<file path="config.mk">
export PLATFORM = sky130hd
export DESIGN_NAME = isfsc_ram
export DESIGN_NICKNAME = d
export VERILOG_FILES = /design/src/design/imu_sample_fifo_with_stamp_check_defines.svh /design/src/design/isfsc_ram.sv
export SDC_FILE = /design/constraint.sdc
export NUM_CORES = 1
export LEC_CHECK = 0
export BUFFER_PORTS_ARGS = -buffer_cell sky130_fd_sc_hd__buf_2
export CAP_MARGIN = 40
export CORE_MARGIN = 8
export CORE_UTILIZATION = 53
export CTS_CLUSTER_DIAMETER = 60
export DETAILED_ROUTE_END_ITERATION = 8
export GPL_ROUTABILITY_DRIVEN = 1
export HOLD_SLACK_MARGIN = 0.12
export PLACE_DENSITY = 0.79
export SETUP_SLACK_MARGIN = 0.2
export SKIP_LAST_GASP = 1
export SYNTH_ARGS = -nofsm -noshare
export SYNTH_HDL_FRONTEND = slang
export SYNTH_SLANG_ARGS = --single-unit
</file>
<file path="constraint.sdc">
create_clock -name clk_i -period 3 [get_ports clk_i]
set_clock_uncertainty 0.1 [all_clocks]
set_input_delay 0.6 -clock clk_i [delete_from_list [all_inputs] [get_ports clk_i]]
set_output_delay 0.6 -clock clk_i [all_outputs]
set_load 0.01 [all_outputs]
</file>
<file path="src/design/imu_sample_fifo_with_stamp_check_defines.svh">
// assertion helpers for the imu sample fifo
`ifndef IMU_SAMPLE_FIFO_WITH_STAMP_CHECK_DEFINES_SVH
`define IMU_SAMPLE_FIFO_WITH_STAMP_CHECK_DEFINES_SVH

// condition must hold at every edge out of reset
`define ISFSC_ASSERT_ALWAYS(lbl, cond, msg) \
  lbl: assert property (@(posedge clk_i) disable iff (!rst_ni) (cond)) else $error(msg);

// consequent must hold in the cycle after the antecedent
`define ISFSC_ASSERT_NEXT(lbl, ante, cons, msg) \
  lbl: assert property (@(posedge clk_i) disable iff (!rst_ni) (ante) |=> (cons)) \
    else $error(msg);

`endif

</file>
<file path="src/design/isfsc_ram.sv">
module isfsc_ram #(
  parameter int WIDTH = 8,
  parameter int DEPTH = 2
) (
  input  logic                     clk_i,
  input  logic                     we_i,
  input  logic [$clog2(DEPTH)-1:0] waddr_i,
  input  logic [WIDTH-1:0]         wdata_i,
  input  logic                     re_i,
  input  logic [$clog2(DEPTH)-1:0] raddr_i,
  output logic [WIDTH-1:0]         rdata_o
);

  logic [WIDTH-1:0] mem_q [DEPTH];
  logic [WIDTH-1:0] rdata_q;

  always_ff @(posedge clk_i) begin
    if (we_i) begin
      mem_q[waddr_i] <= wdata_i;
    end
    if (re_i) begin
      rdata_q <= mem_q[raddr_i];
    end
  end

  assign rdata_o = rdata_q;

endmodule

</file>
## Word level (Yosys, flattened, before mapping)

Memories as Yosys holds them, arrays and structs flattened. A register that Yosys moved wholly into a read port is not among the register bits.
Cells that the tools add are included.

| operators by class | value |
|---|---|
| muxes and demuxes | 2 |

Operators by type and width:

| cell | number |
|---|---|
| 1-bit two-way mux | 2 |

| word-level totals | value |
|---|---|
| output and inout port bits | 8 |
| bits in writable memories | 16 |
| logic and storage cells | 3 |
| flip-flop bits (word level) | 0 |
| memories kept | 1 |
| input bits | 13 |

Memory list:

| name | depth | bits a word | read ports | clocked after memory_dff | write ports | line | text |
|---|---|---|---|---|---|---|---|
| mem_q | 2 | 8 | 1 | 1 | 1 | isfsc_ram.sv:14 | `logic [WIDTH-1:0] mem_q [DEPTH];` |

## Logic depth before layout (Yosys ltp)

| logic depth | value |
|---|---|
| depth in word-level cells | 2 |
| depth in mapped cells | 2 |
| gate-level depth less buffers | 1 |

## Worst setup path after synthesis

OpenSTA, ideal clock, no wires.

| timing path | value |
|---|---|
| path type | input to register |
| from | input we_i |
| to | memory mem_q[0][0], enable pin |
| stages on the path | 1 |
| setup time | 0.373 ns |
| arrival time | 1.020 ns |
| path slack | 1.507 ns |
| required time | 2.527 ns |
| path through | nor2b_1 |

| between the ends | value |
|---|---|
| longest elaborated chain between the ends | 2 |

Ends and longest elaborated chain:

| item | line | text |
|---|---|---|
| start, declared | isfsc_ram.sv:6 | `input logic we_i,` |
| 1-bit two-way mux | isfsc_ram.sv:18 | `if (we_i) begin` |
| 1-bit two-way mux (not written as such) | isfsc_ram.sv:19 | `mem_q[waddr_i] <= wdata_i;` |
| end, declared | isfsc_ram.sv:14 |  |

Every way passes these cells.

## Worst setup path after layout

| timing path | value |
|---|---|
| from | register rdata_q[5] (netlist: rdata_o[5]) (read register of mem_q) |
| to | output rdata_o[5] |

RTL lines:

| item | line | text |
|---|---|---|
| start, declared | isfsc_ram.sv:15 | `logic [WIDTH-1:0] rdata_q;` |
| end, declared | isfsc_ram.sv:11 | `output logic [WIDTH-1:0] rdata_o` |

No word-level cell between the ends.

==> out/metrics.yaml <==
status: "finished, final reports clean"
post_cts_buffers: 0
synth_fp_nets: 48
critPathBufInv: 1
yosys-top-cells-area: "edfxtp_1 83%, mux2_4 14%, buf_6 1.3%, and2_1 0.72%, nor2b_1 0.72%"
rsz0062_at_grt: "false"
slew_headroom: 0.555
antenna_found_initial: 0
fp.dieW_um: 56.4
tns_ns: 0
ys_top_cells_by_count: "24 x edfxtp_1, 8 x mux2_4, 1 x and2_1, 1 x buf_6, 1 x nor2b_1"
gp_congestion: 0.618
final-setup-viol-count: 0
via_count: 372
cp_top_family: "flip-flops"
clock_latency_ns: 0.31
grt_start_max_net_pins: 15
syn-instance-count: 35
grt_pass1_wl_um: 1670
finalCritPeriodShare: 0.511
std_cell_rows: 14
hold_buffers: 0
die_y_um: 56.4
r2r_start: "mem_q[0][5]"
dieArea_mm2: 0.00318
vias_per_cell: 5.03
first_pass_iters: 2
seq_power_share: 0.596
cts_root_buf: "clkbuf_4"
p_comb_frac: 0.068
cap_viol_max_count: 0
post-route-util: 0.673
holdWs_ns: 0.370
cts_tree: "done"
cp_slowest_stage_delay_ns: 0.38
r2r_cells: 1
cp.depth: 1
cp_slowest_cell: "edfxtp_1"
arrival_ns: 0.83
power.leakage_nw: 0.406
synth.distinct_cells: 5
pin_count: 21
fmax_mhz: 653
worstPathCellList: "buf_2"
first_iter_violations: 6
clock-sinks: 24
placedCellCount: 70
ant_nets: 0
synth.yosys.seq_area_share: 0.834
ys_ff_latch: 24
cp-start-kind: "flip-flop"
r2r_setup_slack_ns: 2.00
drive_above_1_share: 0.552
final_cells: 74
fin_crit_ns: 1.53
crit_required_ns: 2.30
diodes: 0
synth_edf_count: 24
yosysMostFrequentCell: "edfxtp_1"
end_kind: "output port"
worst_pin_slew_ns: 0.666
yosysTopAreaCell: "edfxtp_1"
wire_per_inst_um: 14.0
cts_buffer_depth: 2
avgSynthCellArea_um2: 24.7
hold_viol_final: 0
post_cts_resized: 0
synth.top_cell.area_share: 0.834
initial_core_util: 0.567
drc: 0
netlist_area_um2: 865
routed_wl_um: 1040
worstSetupEndpoint: "rdata_o[5]"
async_flop_share: 0
ys.flop_type: "edfxtp_1"
clock_power_share: 0.336
power.density_mw_per_mm2: 656
path_max_fanout: 1
ys_warn_count: 0
numCtsBuffers: 3
p_sw_mw: 0.117
overflow: 0
hold_class: "in -> reg"
areaGrowthSynthToFinish_pct: 18.7
clk_pin_slew_ns: 0.12
critPathLaunch: "rdata_o[5]"
io_buffers: 20
irDropWorstVdd_mv: 0.398
p_sw_frac: 0.173
grt_usage: 0.0683
core_area_mm2: 0.00152
grt_pass1_vias: 378
rr_endpoint: "rdata_o[5]"
htree_levels: 1
setup.worst_path.class: "reg -> out"
drv_slew: 0
cell_internal_pwr_mw: 0.556
final_nets: 72
## state kept, by name (all words and copies together), names as in the netlist
register / flops
mem_q: 16
rdata_o: 8
## cells by family (layout without fill, tap and decap cells)
family / Yosys count / after routing / synth area share
muxes: 8 / 8 / 0.139
buffers and inverters: 1 / 24 / 0.0130
and+or+nand+nor: 2 / 2 / 0.0145
DFF: 24 / 24 / 0.834
## power groups by stage
stage / clock [mW] / sequential (mW) / combinational (mW)
after floorplan: 0 / 0.413 / 0.0229
after global routing: 0.243 / 0.402 / 0.0507
after CTS: 0.229 / 0.401 / 0.0469
after detailed placement: 0 / 0.409 / 0.0469
final: 0.226 / 0.401 / 0.0460
after global placement: 0 / 0.408 / 0.0460
## through the flow
step | cell area [um^2] | power (mW) | setup slack (ns)
4_1_cts | 1030 | 0.677 | 1.45
2_1_floorplan | 865 | 0.436 | 1.51
5_1_grt | 1030 | 0.696 | 1.41
3_3_place_gp | 973 | 0.454 | 1.33
6_report | 1030 | 0.673 | 1.47
3_5_place_dp | 973 | 0.456 | 1.27
## cell usage in the layout, fill, tap and decap left out
cell type / count
clkbuf_4: 3
edfxtp_1: 24
nor2b_1: 1
bufinv_16: 1
and2_1: 1
buf_2: 20
mux2_4: 8
## how the worst min path moves through the flow
stage                     start           to  slack (ns)  depth (start not counted)
floorplan           mem_q[1][0]   rdata_o[0]        0.43                          1
global placement    mem_q[0][7]   rdata_o[7]        0.43                          1
detailed placement  mem_q[0][1]   rdata_o[1]        0.44                          1
CTS                  wdata_i[2]  mem_q[0][2]        0.36                          1
global route         wdata_i[7]  mem_q[0][7]        0.35                          1
finish               wdata_i[2]  mem_q[0][2]        0.37                          1
## area by class of cell
| cell class | instances | area, um^2 |
|---|---|---|
| Sequential cell | 24 | 721 |
| Fill cell | 117 | 498 |
| Multi-Input combinational cell | 10 | 133 |
| Timing Repair Buffer | 20 | 100 |
| Clock inverter | 1 | 30.0 |
| Clock buffer | 3 | 22.5 |
| Tap cell | 16 | 20.0 |
## per-layer routing
metal,up-vias,global-route usage,part of all wire
li1,184,-,-
met1,165,0.0685,0.46
met2,19,0.0998,0.42
met3,4,0.0427,0.091
met4,0,0.0515,0.027
met5,-,0,0
Note: power is estimated with default switching activity, not from simulation.
