**src/design/imu_sample_fifo_with_stamp_check_defines.svh**
```systemverilog
// assertion helpers for the imu sample fifo
`ifndef IMU_SAMPLE_FIFO_WITH_STAMP_CHECK_DEFINES_SVH
`define IMU_SAMPLE_FIFO_WITH_STAMP_CHECK_DEFINES_SVH

// condition must hold at every edge out of reset
`define ISFSC_ASSERT_ALWAYS(lbl, cond, msg) \
  lbl: assert property (@(posedge clk_i) disable iff (!rst_ni) (cond)) else $error(msg);

// consequent must hold in the cycle after the antecedent
`define ISFSC_ASSERT_NEXT(lbl, ante, cons, msg) \
  lbl: assert property (@(posedge clk_i) disable iff (!rst_ni) (ante) |=> (cons)) \
    else $error(msg);

`endif

```
**src/design/isfsc_pkg.sv**
```systemverilog
package isfsc_pkg;

  localparam int DEFAULT_DEPTH = 64;

  // sample word layout, shared by the input word and the sample ram
  localparam int SAMPLE_W  = 296;
  localparam int STAMP_LSB = 40;
  localparam int STAMP_W   = 64;
  localparam int STAT_W    = 64;
  localparam int CTR_W     = 32;
  localparam int FILL_W    = 7;
  localparam int OUT_W     = 368;
  localparam int IN_USER_W = 5;

  typedef enum logic [1:0] {
    CMD_PUSH  = 2'd0,
    CMD_POP   = 2'd1,
    CMD_CLEAR = 2'd2,
    CMD_READ  = 2'd3
  } cmd_e;

  typedef enum logic [2:0] {
    SEL_PUSHED   = 3'd0,
    SEL_POPPED   = 3'd1,
    SEL_PEAK     = 3'd2,
    SEL_BACKWARD = 3'd3,
    SEL_GAP      = 3'd4,
    SEL_OLDEST   = 3'd5
  } sel_e;

  typedef enum logic {
    ST_IDLE = 1'b0,
    ST_READ = 1'b1
  } state_e;

  typedef struct packed {
    logic [CTR_W-1:0] pushed;
    logic [CTR_W-1:0] popped;
    logic [CTR_W-1:0] backward;
    logic [CTR_W-1:0] gap;
  } stats_t;

  typedef struct packed {
    logic               push;
    logic               pop;
    logic [STAMP_W-1:0] stamp;
  } mon_ev_t;

endpackage

```
**src/design/isfsc_monitor.sv**
```systemverilog
module isfsc_monitor #(
  parameter int CNT_W = 7
) (
  input  logic                            clk_i,
  input  logic                            rst_ni,
  input  logic                            cfg_we_i,
  input  logic [isfsc_pkg::STAT_W-1:0]    cfg_data_i,
  input  isfsc_pkg::mon_ev_t              ev_i,
  input  logic [CNT_W-1:0]                level_i,
  output isfsc_pkg::stats_t               stats_o,
  output logic [CNT_W-1:0]                peak_o
);
  import isfsc_pkg::*;

  logic [STAT_W-1:0]  thr_q;
  logic [STAMP_W-1:0] last_q, last_d;
  stats_t             stats_q, stats_d;
  logic [CNT_W-1:0]   peak_q, peak_d;
  logic [STAMP_W-1:0] step;

  function automatic logic [CTR_W-1:0] sat_inc(input logic [CTR_W-1:0] v);
    return (v == '1) ? v : v + CTR_W'(1);
  endfunction

  assign step = ev_i.stamp - last_q;

  always_comb begin
    stats_d = stats_q;
    last_d  = last_q;
    peak_d  = peak_q;
    if (ev_i.push) begin
      // a zero previous stamp means nothing to compare against
      if (last_q != '0) begin
        if (ev_i.stamp <= last_q) begin
          stats_d.backward = sat_inc(stats_q.backward);
        end else if (step > thr_q) begin
          stats_d.gap = sat_inc(stats_q.gap);
        end
      end
      last_d        = ev_i.stamp;
      stats_d.pushed = sat_inc(stats_q.pushed);
      if (level_i > peak_q) begin
        peak_d = level_i;
      end
    end
    if (ev_i.pop) begin
      stats_d.popped = sat_inc(stats_q.popped);
    end
  end

  always_ff @(posedge clk_i or negedge rst_ni) begin
    if (!rst_ni) begin
      thr_q   <= '0;
      last_q  <= '0;
      stats_q <= '0;
      peak_q  <= '0;
    end else begin
      if (cfg_we_i) begin
        thr_q <= cfg_data_i;
      end
      last_q  <= last_d;
      stats_q <= stats_d;
      peak_q  <= peak_d;
    end
  end

  assign stats_o = stats_q;
  assign peak_o  = peak_q;

endmodule

```
**config.mk**
```make
export PLATFORM = sky130hd
export DESIGN_NAME = isfsc_monitor
export DESIGN_NICKNAME = d
export VERILOG_FILES = /design/src/design/imu_sample_fifo_with_stamp_check_defines.svh /design/src/design/isfsc_pkg.sv /design/src/design/isfsc_monitor.sv
export SDC_FILE = /design/constraint.sdc
export NUM_CORES = 1
export LEC_CHECK = 0
export BUFFER_PORTS_ARGS = -buffer_cell sky130_fd_sc_hd__clkbuf_2
export CORE_ASPECT_RATIO = 0.8
export CORE_MARGIN = 2
export CORE_UTILIZATION = 55
export CTS_CLUSTER_DIAMETER = 120
export DETAILED_ROUTE_END_ITERATION = 8
export GPL_ROUTABILITY_DRIVEN = 0
export PLACE_DENSITY = 0.79
export SKIP_LAST_GASP = 1
export SYNTH_ARGS = -nofsm -noshare
export SYNTH_HDL_FRONTEND = slang
export SYNTH_SLANG_ARGS = --single-unit
```
**constraint.sdc**
```tcl
create_clock -name clk_i -period 5.5 [get_ports clk_i]
set_clock_uncertainty 0.2 [all_clocks]
set_input_delay 1.1 -clock clk_i [delete_from_list [all_inputs] [get_ports clk_i]]
set_output_delay 1.1 -clock clk_i [all_outputs]
set_load 0.03 [all_outputs]
```
== After elaboration in Yosys (flattened, before gate mapping) ==
Cells that the tools add are included.
Cells by class
  magnitude comparators: 3
  bitwise logic cells: 5
  add/sub/neg operators: 5
  eq/ne operators: 4
  reduce and logical (&&, ||, !) cells: 6
Operator list (number)
  32-bit by 1-bit adder with 32-bit output (second input constant): 4
  32-bit equality test (second input constant): 4
  64-bit greater-than comparator: 1
  64-bit less-or-equal comparator: 1
  64-bit nonzero test: 1
  64-bit subtractor: 1
  7-bit greater-than comparator: 1
  2-bit AND reduction: 3
  1-bit inverter: 5
  5-bit AND reduction: 1
  4-bit AND reduction: 1
Storage, ports and cells
  flip-flop bits (word level): 263
  bits of input ports: 140
  output and inout port bits: 135
  word-level logic and storage cells: 30

== Depth between registers and ports, before layout ==
Gate-level depths: netlist (run 1).
  depth after elaboration: 3
  depth in mapped cells: 24
  mapped depth without buffers: 23

== Least setup slack after synthesis (run 1) ==
No wires, ideal clock.
  path kind: input -> register
  start: input port ev_i[0] (netlist name)
  end: register stats_q (netlist bit stats_o[19])
  path buffers: 1
  setup time: 0.081 ns
  data arrival time: 5.317 ns
  cell stages on the path: 23
  slack: -0.098 ns
  cells stage by stage: inv_1 ha_1 inv_1 fa_1 a21o_1 a221o_1 a221oi_4 o21ai_0 a211o_1 a31o_2 a21oi_1 xnor2_1 ha_1 nand4_1 nor2_1 nand3_1 a31oi_1 o21a_1 a211o_1 nand3_2 buf_2 nor4b_2 xor2_1
On the way
  cells in the longest elaborated chain, start to end: 3
Ends and longest elaborated chain
  from (decl): line isfsc_monitor.sv:8  | input isfsc_pkg::mon_ev_t ev_i,
  64-bit subtractor / 64-bit less-or-equal comparator (equally long branches): line isfsc_monitor.sv:25, isfsc_monitor.sv:34
  64-bit greater-than comparator / 1-bit inverter (equally long branches)
  5-bit AND reduction (no source line) (*)
  to (signal assigned): line isfsc_monitor.sv:62  | stats_q <= stats_d;
  to (decl): line isfsc_monitor.sv:17  | stats_t stats_q, stats_d;
Every way passes the cells marked *; elsewhere a longest branch is shown, timed or not.
A chain may end at the register's enable or synchronous reset.

== Worst setup path in the final report (run 1) ==
  start: input port ev_i[0] (netlist name)
  end: register stats_q (netlist bit stats_o[28])
Same word-level chain as after synthesis.

==> results of run 1 <==
==> area by class of cell <==
| type | count | share of cell area [%] |
|---|---|---|
| Clock buffer | 42 | 3.94 |
| Clock inverter | 9 | 0.702 |
| Inverter | 162 | 2.88 |
| Multi-Input combinational cell | 1414 | 45.3 |
| Sequential cell | 263 | 31.0 |
| Tap cell | 413 | 2.44 |
| Timing Repair Buffer | 468 | 13.7 |
==> layer usage <==
layer  up-vias  track usage (%)  wire (µm)
li1       7549                -          -
met1      7652             42.1      21600
met2       693             47.8      22000
met3       126             5.40       3940
met4         2             9.80       1690
met5         -                0         18
==> state kept, by name (all words and copies together) (netlist names) <==
name	count
thr_q	64
last_q	64
stats_o	128
peak_o	7
==> cells in the final DEF (no fill, tap or decap), types with 29 or more instances in the layout <==
cell type / count
nand4_1: 85
ha_1: 137
nor2_1: 71
nand3_1: 75
o21ai_0: 185
xnor2_1: 109
buf_4: 192
a21oi_1: 104
nand2_1: 242
inv_1: 160
xor2_1: 75
and3_1: 34
clkbuf_16: 29
clkbuf_2: 270
dfrtp_1: 263
a21o_1: 37
==> where the power goes <==
group,internal (µW),total [µW],switching (µW)
Sequential,2130,2300,175
Clock,1200,2030,826
Combinational,985,2390,1400
Total,4310,6720,2400
==> kinds of logic (layout without fill, tap and decap cells) <==
logic type | after synthesis | after routing | share of synthesized area [%]
DFF | 263 | 263 | 39.2
buffers and inverters | 235 | 681 | 5.41
and+or+nand+nor | 657 | 657 | 19.7
muxes | 7 | 7 | 0.469
adders and majority gates | 140 | 140 | 10.5
xor gates and xnor gates | 184 | 184 | 9.59
AOI/OAI and AO/OA | 426 | 426 | 15.2
==> path summary, 6_finish.rpt <==
path,start,slack (ns),depth (start not counted),to
min in group asynchronous,rst_ni,0.44,1,stats_o[112]$_DFFE_PN0P_
max in group asynchronous,rst_ni,3.41,2,thr_q[59]$_DFFE_PN0P_
setup reg to reg,last_q[0]$_DFFE_PN0P_,0.04,21,stats_o[28]$_DFFE_PN0P_
setup / recovery,ev_i[0],-0.16,23,stats_o[28]$_DFFE_PN0P_
hold reg to reg,stats_o[36]$_DFFE_PN0P_,0.29,1,stats_o[36]$_DFFE_PN0P_
hold / removal,stats_o[36]$_DFFE_PN0P_,0.29,1,stats_o[36]$_DFFE_PN0P_
==> repair_timing <==
action / CTS / global route
setup buffers: 1 / 5
gates resized for setup: 21 / 37
endpoints found under the setup margin: 29 / 31
pin swaps: 8 / 22
cloned: 1 / 0
==> worst max-delay path: cells and delay by family <==
family | cells | cell delay (ns)
buffers and inverters | 4 | 0.50
AO/OA/AOI/OAI | 9 | 2.04
adder cells (fa/ha/maj) | 3 | 0.77
XOR/XNOR | 2 | 0.31
AND/OR/NAND/NOR | 5 | 1.20
==> per-stage QoR <==
step                      cells  power [µW]  util [%]  setup TNS [ns]  setup slack, ns
final                      2771        6720      70.1          -0.618           -0.164
after global routing       2771        7090      70.1           -4.79           -0.308
after CTS                  2766        6670      69.3          -0.116          -0.0311
after detailed placement   2713        4600      65.6          -21.02           -0.756
after global placement     2713        4510      65.6          -14.35           -0.543
after floorplan            1912        3740         -         -0.0136          -0.0136
==> impl_metrics.json, run 1 <==
{
  "worst_slew_pin_slew_ns": 1.10,
  "yosysMostFrequentCell": "dfrtp_1",
  "slew_violations": 0,
  "grt_pass1_wl_um": 78100,
  "crit_chain": "buf_6 -> inv_4 -> ha_4 -> inv_2 -> fa_2 -> a21o_1 -> a221o_1 -> a32oi_2 -> a21oi_2 -> o31ai_2 -> nand3_1 -> a31o_2 -> a31oi_1 -> xnor2_1 -> ha_1 -> nand4_1 -> or4_1 -> o211ai_1 -> a211o_1 -> nand3_4 -> bufbuf_16 -> nor3_4 -> xor2_1",
  "synth_commonest_cells": "263 x dfrtp_1, 242 x nand2_1, 188 x o21ai_0",
  "fin_nets": 2618,
  "vdd_drop_max_mv": 0.237,
  "avgSynthCellArea_um2": 8.79,
  "die_h_um": 160,
  "io_pins": 275,
  "hold_class": "flop to flop",
  "start_util_pct": 55.6,
  "clkSinkCount": 263,
  "synth_cell_types": 71,
  "num-fill-cells": 2327,
  "hold_viol": 0,
  "syn_area_um2": 16800,
  "fin_crit_sh_pct": 103,
  "clk_latency_ns": 0.58,
  "drive_gt1_share_pct": 24.6,
  "fin_crit_ns": 5.66,
  "outcome": "finished, violations left",
  "multi_input_area_um2": 9610,
  "synthFlopType": "dfrtp_1",
  "synth_nets": 2192,
  "grt_usage_pct": 30.2,
  "cts_buffers": 29,
  "yosys.area.top_type_share_pct": 39.2,
  "die_w_um": 199,
  "grt_remaining_overflow": 0,
  "drc": 0,
  "leakage_uw": 0.0107,
  "yosysTopAreaCell": "dfrtp_1",
  "worstPathRequired_ns": 5.78,
  "postRouteAntennaNets": 0,
  "diodes": 0,
  "antenna_found_initial": 1,
  "seq_area_frac_synth_pct": 39.2,
  "async_flop_share_pct": 100,
  "drt_first_pass_iters": 6,
  "portBuffers": 274,
  "dr_total_vias": 16000,
  "worst_path_max_delay_cell": "or4_1",
  "cts-root-buf": "clkbuf_16",
  "p_per_area_nw_per_um2": 317,
  "htreeDepth": 1,
  "crit_type": "input port to flop",
  "grt_pass1_vias": 15400,
  "place_hpwl_um": 37700,
  "fin_area_um2": 21200,
  "fmax_ghz": 0.177,
  "maxSlewHeadroom_pct": 26.7,
  "startpoint_type": "input port",
  "setup_viol": 18,
  "postCtsHoldBufs": 0,
  "syn_to_final_growth_pct": 26.1,
  "ys_warn_count": 0,
  "synth_cells": 1912,
  "arrival_ns": 5.95,
  "rsz0062_at_grt": "true",
  "cap_violations": 0,
  "clkSlewWorstSetupHoldPaths_ns": 0.06,
  "cp_max_fo": 6,
  "viasPerCell": 5.78,
  "seq_area_um2": 6580,
  "yosys_register_bits": 263,
  "wl_per_cell_um": 17.8,
  "drt_iter0_markers": 1491,
  "dieArea_um2": 32000,
  "rows": 57,
  "violations": "negative setup slack",
  "placed_area_um2": 19800,
  "setup_ws_ns": -0.164,
  "grt_start_max_net_pins": 139,
  "routed_wl_um": 49300,
  "synth_edf_count": 0,
  "core_area_um2": 30200,
  "critPathCaptureType": "flop",
  "cts_tree": "done",
  "whs_ns": 0.291,
  "synth_area_leaders": "dfrtp_1 39%, ha_1 10%, xnor2_1 5.7%",
  "cts_buffer_depth": 3,
  "slowest_delay_ns": 0.53
}
Power figures use the tool's default switching activity.
==> run 2, diff against run 1 <==
--- a/config.mk
+++ b/config.mk
@@ -6,13 +6,15 @@
 export NUM_CORES = 1
 export LEC_CHECK = 0
 export BUFFER_PORTS_ARGS = -buffer_cell sky130_fd_sc_hd__clkbuf_2
+export CELL_PAD_IN_SITES_DETAIL_PLACEMENT = 1
+export CELL_PAD_IN_SITES_GLOBAL_PLACEMENT = 1
 export CORE_ASPECT_RATIO = 0.8
 export CORE_MARGIN = 2
-export CORE_UTILIZATION = 55
+export CORE_UTILIZATION = 44
 export CTS_CLUSTER_DIAMETER = 120
 export DETAILED_ROUTE_END_ITERATION = 8
 export GPL_ROUTABILITY_DRIVEN = 0
-export PLACE_DENSITY = 0.79
+export PLACE_DENSITY = 0.83
 export SKIP_LAST_GASP = 1
 export SYNTH_ARGS = -nofsm -noshare
 export SYNTH_HDL_FRONTEND = slang
==> run 2 against run 1 <==
The run still ends with negative setup slack left. Critical path type unchanged. Die area up 24%. Combinational power is 10% higher. Non-clock buffer count increased by 32. Largest cell class unchanged. Sequential cell count unchanged. Critical endpoint is now stats_o[25]$_DFFE_PN0P_. Total power grew 6.9%. Core utilization shrank 13 points. First-iteration DRC count down 5.6%.
==> impl_metrics.json, run 2 (synthesis results as in run 1) <==
{
  "fin_crit_sh_pct": 107,
  "drive_gt1_share_pct": 26.6,
  "setup_tns_ns": -8.32,
  "cap_violations": 0,
  "die_w_um": 223,
  "fin_nets": 2651,
  "portBuffers": 274,
  "routed_wl_um": 63400,
  "dr_total_vias": 17000,
  "placed_area_um2": 20100,
  "htreeDepth": 1,
  "clkSlewWorstSetupHoldPaths_ns": 0.06,
  "drc": 0,
  "fin_area_um2": 21800,
  "place_hpwl_um": 46000,
  "largest_reg_flops": 128,
  "hold_viol": 0,
  "cts-root-buf": "clkbuf_16",
  "grt_start_max_net_pins": 134,
  "slew_violations": 0,
  "rsz0062_at_grt": "true",
  "hold_class": "input port to async pin",
  "dieArea_um2": 39800,
  "worstPathRequired_ns": 5.79,
  "mostFrequentLayoutCell": "clkbuf_2",
  "r2r_slack_ns": -0.21,
  "grt_remaining_overflow": 0,
  "total_power_uw": 7180,
  "cts_buffer_depth": 3,
  "drt_iter0_markers": 1408,
  "leakage_uw": 0.0109,
  "antenna_found_initial": 2,
  "core_area_um2": 38000,
  "vdd_drop_max_mv": 0.236,
  "wl_per_cell_um": 21.9,
  "use_met1_pct": 38.9,
  "postCtsHoldBufs": 0,
  "cts_buffers": 30,
  "startpoint_type": "input port",
  "cts_tree": "done",
  "viasPerCell": 5.87,
  "io_pins": 275,
  "setup_viol": 32,
  "outcome": "finished, violations left",
  "start_util_pct": 44.3,
  "fin_crit_ns": 5.88,
  "grt-busiest-layer": "met2",
  "die_h_um": 179,
  "grt_pass1_vias": 17600,
  "setup_ws_ns": -0.383,
  "critPathCaptureType": "flop",
  "clk_latency_ns": 0.60,
  "crit_type": "input port to flop",
  "fmax_ghz": 0.170,
  "drt_first_pass_iters": 6,
  "gr-usage-met2_pct": 50.7,
  "arrival_ns": 6.18,
  "p_per_area_nw_per_um2": 330,
  "postRouteAntennaNets": 0,
  "maxSlewHeadroom_pct": 24.3,
  "syn_to_final_growth_pct": 29.5,
  "grt_pass1_wl_um": 95400,
  "use_met3_pct": 4.52,
  "fin_util_pct": 57.3,
  "worst_slew_pin_slew_ns": 1.13,
  "rows": 64,
  "clkSinkCount": 263,
  "grt_usage_pct": 29.9,
  "violations": "negative setup slack",
  "cp_max_fo": 6,
  "layout_common_cells": "270 x clkbuf_2, 263 x dfrtp_1, 242 x nand2_1"
}
## run 2: cell count changes in the layout (fill, tap and decap cells not counted), sizes merged
cell and change:
buf +32, bufbuf -1, bufinv +2, clkbuf -3, clkinv +8, clkinvlp +1, diode +3, inv -2
## run 2: final timing paths
| path | startpoint | to | cells past startpoint |
|---|---|---|---|
| max in group asynchronous | rst_ni | last_q[2]$_DFFE_PN0P_ | 2 |
| min in group clk_i | stats_o[124]$_DFFE_PN0P_ | stats_o[124]$_DFFE_PN0P_ | 1 |
| min reg2reg | stats_o[124]$_DFFE_PN0P_ | stats_o[124]$_DFFE_PN0P_ | 1 |
| max reg2reg | last_q[23]$_DFFE_PN0P_ | stats_o[25]$_DFFE_PN0P_ | 20 |
| min | rst_ni | stats_o[100]$_DFFE_PN0P_ | 1 |
| max | ev_i[0] | stats_o[25]$_DFFE_PN0P_ | 24 |
## run 2: per-layer routing
| layer | part of all wire (%) | wire length (µm) |
|---|---|---|
| met4 | 4.7 | 2970 |
| met1 | 42 | 26700 |
| met2 | 47 | 29800 |
| met3 | 6.2 | 3920 |
| met5 | 0 | 0 |
## run 2: final cells by class
| type | count | area, µm² |
|---|---|---|
| diodes | 3 | 7.51 |
| clock buffers | 38 | 841 |
| clock inverters | 18 | 246 |
| fillers | 4485 | 16200 |
| inverters | 162 | 608 |
| multi-input cells | 1414 | 9690 |
| flip-flops and latches | 263 | 6580 |
| well taps | 495 | 619 |
| repair buffers | 500 | 3160 |
## run 2: what timing repair did
action / CTS / global route
setup endpoints to repair: 31 / 32
cloned: 1 / 1
buffers inserted: 5 / 9
pin swaps: 20 / 51
resized for setup: 30 / 48
hold endpoints to repair: 0 / 0
## run 2: metrics by stage
step	setup slack [ns]	hold WS (ns)	cells
after floorplan	-0.0136	0.287	1912
after global placement	-0.619	0.276	2819
after detailed placement	-0.927	0.287	2819
after CTS	-0.0624	0.292	2881
after global routing	-0.553	0.321	2892
final	-0.383	0.277	2893
## run 2: power breakdown
group,switching [µW],internal (µW)
Sequential,186,2130
Clock,910,1320
Combinational,1580,1060
## run 2: worst max-delay path: stages
cell	delay, ns
buf_2	0.11
inv_2	0.07
ha_4	0.13
inv_2	0.04
fa_2	0.38
a21o_1	0.20
a221o_2	0.42
a221oi_4	0.42
nor3_2	0.08
nor2_2	0.19
o31ai_2	0.10
a21boi_1	0.25
buf_4	0.15
o21ai_1	0.08
xor2_1	0.16
ha_1	0.30
nand4_1	0.17
or4_1	0.56
o211ai_1	0.13
a211o_1	0.20
nand3_4	0.21
buf_4	0.23
nor3_1	0.24
xor2_1	0.26
==> run 3, diff against run 2 <==
--- a/config.mk
+++ b/config.mk
@@ -5,6 +5,7 @@
 export SDC_FILE = /design/constraint.sdc
 export NUM_CORES = 1
 export LEC_CHECK = 0
+export ABC_CLOCK_PERIOD_IN_PS = 5500
 export BUFFER_PORTS_ARGS = -buffer_cell sky130_fd_sc_hd__clkbuf_2
 export CELL_PAD_IN_SITES_DETAIL_PLACEMENT = 1
 export CELL_PAD_IN_SITES_GLOBAL_PLACEMENT = 1
@@ -15,6 +16,7 @@
 export DETAILED_ROUTE_END_ITERATION = 8
 export GPL_ROUTABILITY_DRIVEN = 0
 export PLACE_DENSITY = 0.83
+export RECOVER_POWER = 100
 export SKIP_LAST_GASP = 1
 export SYNTH_ARGS = -nofsm -noshare
 export SYNTH_HDL_FRONTEND = slang
==> run 3 against run 2 <==
The run ends with max-capacitance violations, max-slew violations, negative setup slack left. Sequential power is essentially flat. Clock-buffer cell count stayed put. Via count about the same. Hold slack improved by 0.025 ns. Total power decreased by 0.28%. Register-to-register slack gained 0.03 ns. Combinational power about the same. Fmax increased by 0.48%. Global-route usage is the same. Core utilization down 0.37 points. First-iteration DRC count decreased by 4.9%. Critical endpoint unchanged.
==> impl_metrics.json, run 3 (synthesis results as in run 1) <==
{
  "final_cells": 2893,
  "clkSlewWorstSetupHoldPaths_ns": 0.06,
  "fin_nets": 2651,
  "drc": 0,
  "worst_slew_pin_slew_ns": 4.29,
  "mostFrequentLayoutCell": "dfrtp_1",
  "fin_crit_ns": 5.86,
  "arrival_ns": 6.15,
  "worstPathRequired_ns": 5.79,
  "dp.cells": 2819,
  "drive_gt1_share_pct": 22.9,
  "cts_buffer_depth": 3,
  "num-fill-cells": 4516,
  "maxSlewHeadroom_pct": -186,
  "multi_input_area_um2": 9690,
  "cts-root-buf": "clkbuf_16",
  "die_w_um": 223,
  "place_hpwl_um": 46000,
  "dieArea_um2": 39800,
  "p_per_area_nw_per_um2": 331,
  "antenna_found_initial": 2,
  "cts_tree": "done",
  "outcome": "finished, violations left",
  "grt_usage_pct": 29.9,
  "dr_total_vias": 17000,
  "routed_wl_um": 63500,
  "post-place-ws_ns": -0.927,
  "whs_ns": 0.302,
  "leakage_uw": 0.0106,
  "fin_crit_sh_pct": 106,
  "clk_latency_ns": 0.60,
  "vdd_drop_max_mv": 0.236,
  "grt_start_max_net_pins": 134,
  "hold_class": "flop to flop",
  "drt_iter0_markers": 1339,
  "htreeDepth": 1,
  "postRouteAntennaNets": 0,
  "core_area_um2": 38000,
  "setup_viol": 32,
  "layout_common_cells": "263 x dfrtp_1, 242 x nand2_1, 218 x buf_4",
  "die_h_um": 179,
  "crit_type": "input port to flop",
  "rsz0062_at_grt": "true",
  "grt_remaining_overflow": 0,
  "seq_area_um2": 6580,
  "grt_pass1_wl_um": 95400,
  "setup_ws_ns": -0.355,
  "largest_reg_flops": 128,
  "setup_tns_ns": -7.82,
  "wl_per_cell_um": 22.0,
  "io_pins": 275,
  "startpoint_type": "input port",
  "start_util_pct": 44.3,
  "cts_buffers": 30,
  "drt_first_pass_iters": 5,
  "rows": 64,
  "grt_pass1_vias": 17600,
  "violations": "max-capacitance violations, max-slew violations, negative setup slack",
  "fmax_ghz": 0.171,
  "cp_max_fo": 6,
  "cap_violations": 4,
  "hold_viol": 0,
  "syn_to_final_growth_pct": 28.6,
  "critPathCaptureType": "flop",
  "postCtsHoldBufs": 0,
  "slew_violations": 302,
  "viasPerCell": 5.87,
  "clkSinkCount": 263,
  "portBuffers": 274
}
-- run 3: what timing repair did --
item	in CTS	in global routing
cloned	1	1
setup buffers	5	9
resized for setup	30	48
endpoints found under the setup margin	31	32
pin swaps	20	51
-- run 3: path summary, 6_finish.rpt --
kind,from,end,slack [ns],depth (start not counted)
worst max-delay path,ev_i[0],stats_o[25]$_DFFE_PN0P_,-0.36,26
worst min-delay path,stats_o[30]$_DFFE_PN0P_,stats_o[30]$_DFFE_PN0P_,0.30,1
worst max register to register,last_q[23]$_DFFE_PN0P_,stats_o[25]$_DFFE_PN0P_,-0.18,20
min in group asynchronous,rst_ni,stats_o[100]$_DFFE_PN0P_,1.82,1
worst min register to register,stats_o[30]$_DFFE_PN0P_,stats_o[30]$_DFFE_PN0P_,0.30,1
max in group asynchronous,rst_ni,thr_q[61]$_DFFE_PN0P_,0.50,2
-- run 3: report_power, final --
group          internal [µW]  switching (µW)  leakage [µW]
clock network           1320             909      0.000539
logic                   1040            1570       0.00669
registers               2130             185       0.00336
total                   4490            2670        0.0106
-- run 3: critical path, stage by stage --
cell and delay, ns:
buf_2 0.11, inv_2 0.07, ha_4 0.13, inv_2 0.04
fa_2 0.38, a21o_1 0.19, a221o_2 0.41, a221oi_4 0.42
nor3_2 0.08, nor2_2 0.19, o31ai_2 0.10, a21boi_1 0.23
buf_4 0.15, buf_4 0.11, xnor2_2 0.12, ha_2 0.19
a21o_1 0.12, a21o_1 0.13, a21oi_1 0.08, or4_1 0.50
o211ai_1 0.14, a211o_1 0.20, nand3_4 0.21, buf_4 0.23
nor3_1 0.24, xor2_1 0.25
-- run 3: area by class of cell --
cell class / count / area share, %
Timing Repair Buffer: 500 / 14.0
Inverter: 162 / 2.81
Tap cell: 495 / 2.87
Antenna cell: 3 / 0.0347
Sequential cell: 263 / 30.4
Clock inverter: 18 / 1.14
Multi-Input combinational cell: 1414 / 44.8
Clock buffer: 38 / 3.89
-- run 3: per-layer routing --
layer | vias to the layer above | global-route usage, % | share of wire [%]
met5 | - | 0 | 0
met4 | 0 | 11.0 | 4.7
met3 | 211 | 4.52 | 5.8
met2 | 614 | 50.7 | 47
met1 | 8547 | 38.9 | 42
li1 | 7617 | - | -
-- run 3: through the flow --
step	area [µm²]	total power, µW	utilization (%)
after floorplan	16800	3740	-
after global placement	20100	4590	53.1
after detailed placement	20100	4750	53.1
after CTS	21400	7060	56.5
after global routing	21600	7500	56.9
final	21600	7160	56.9
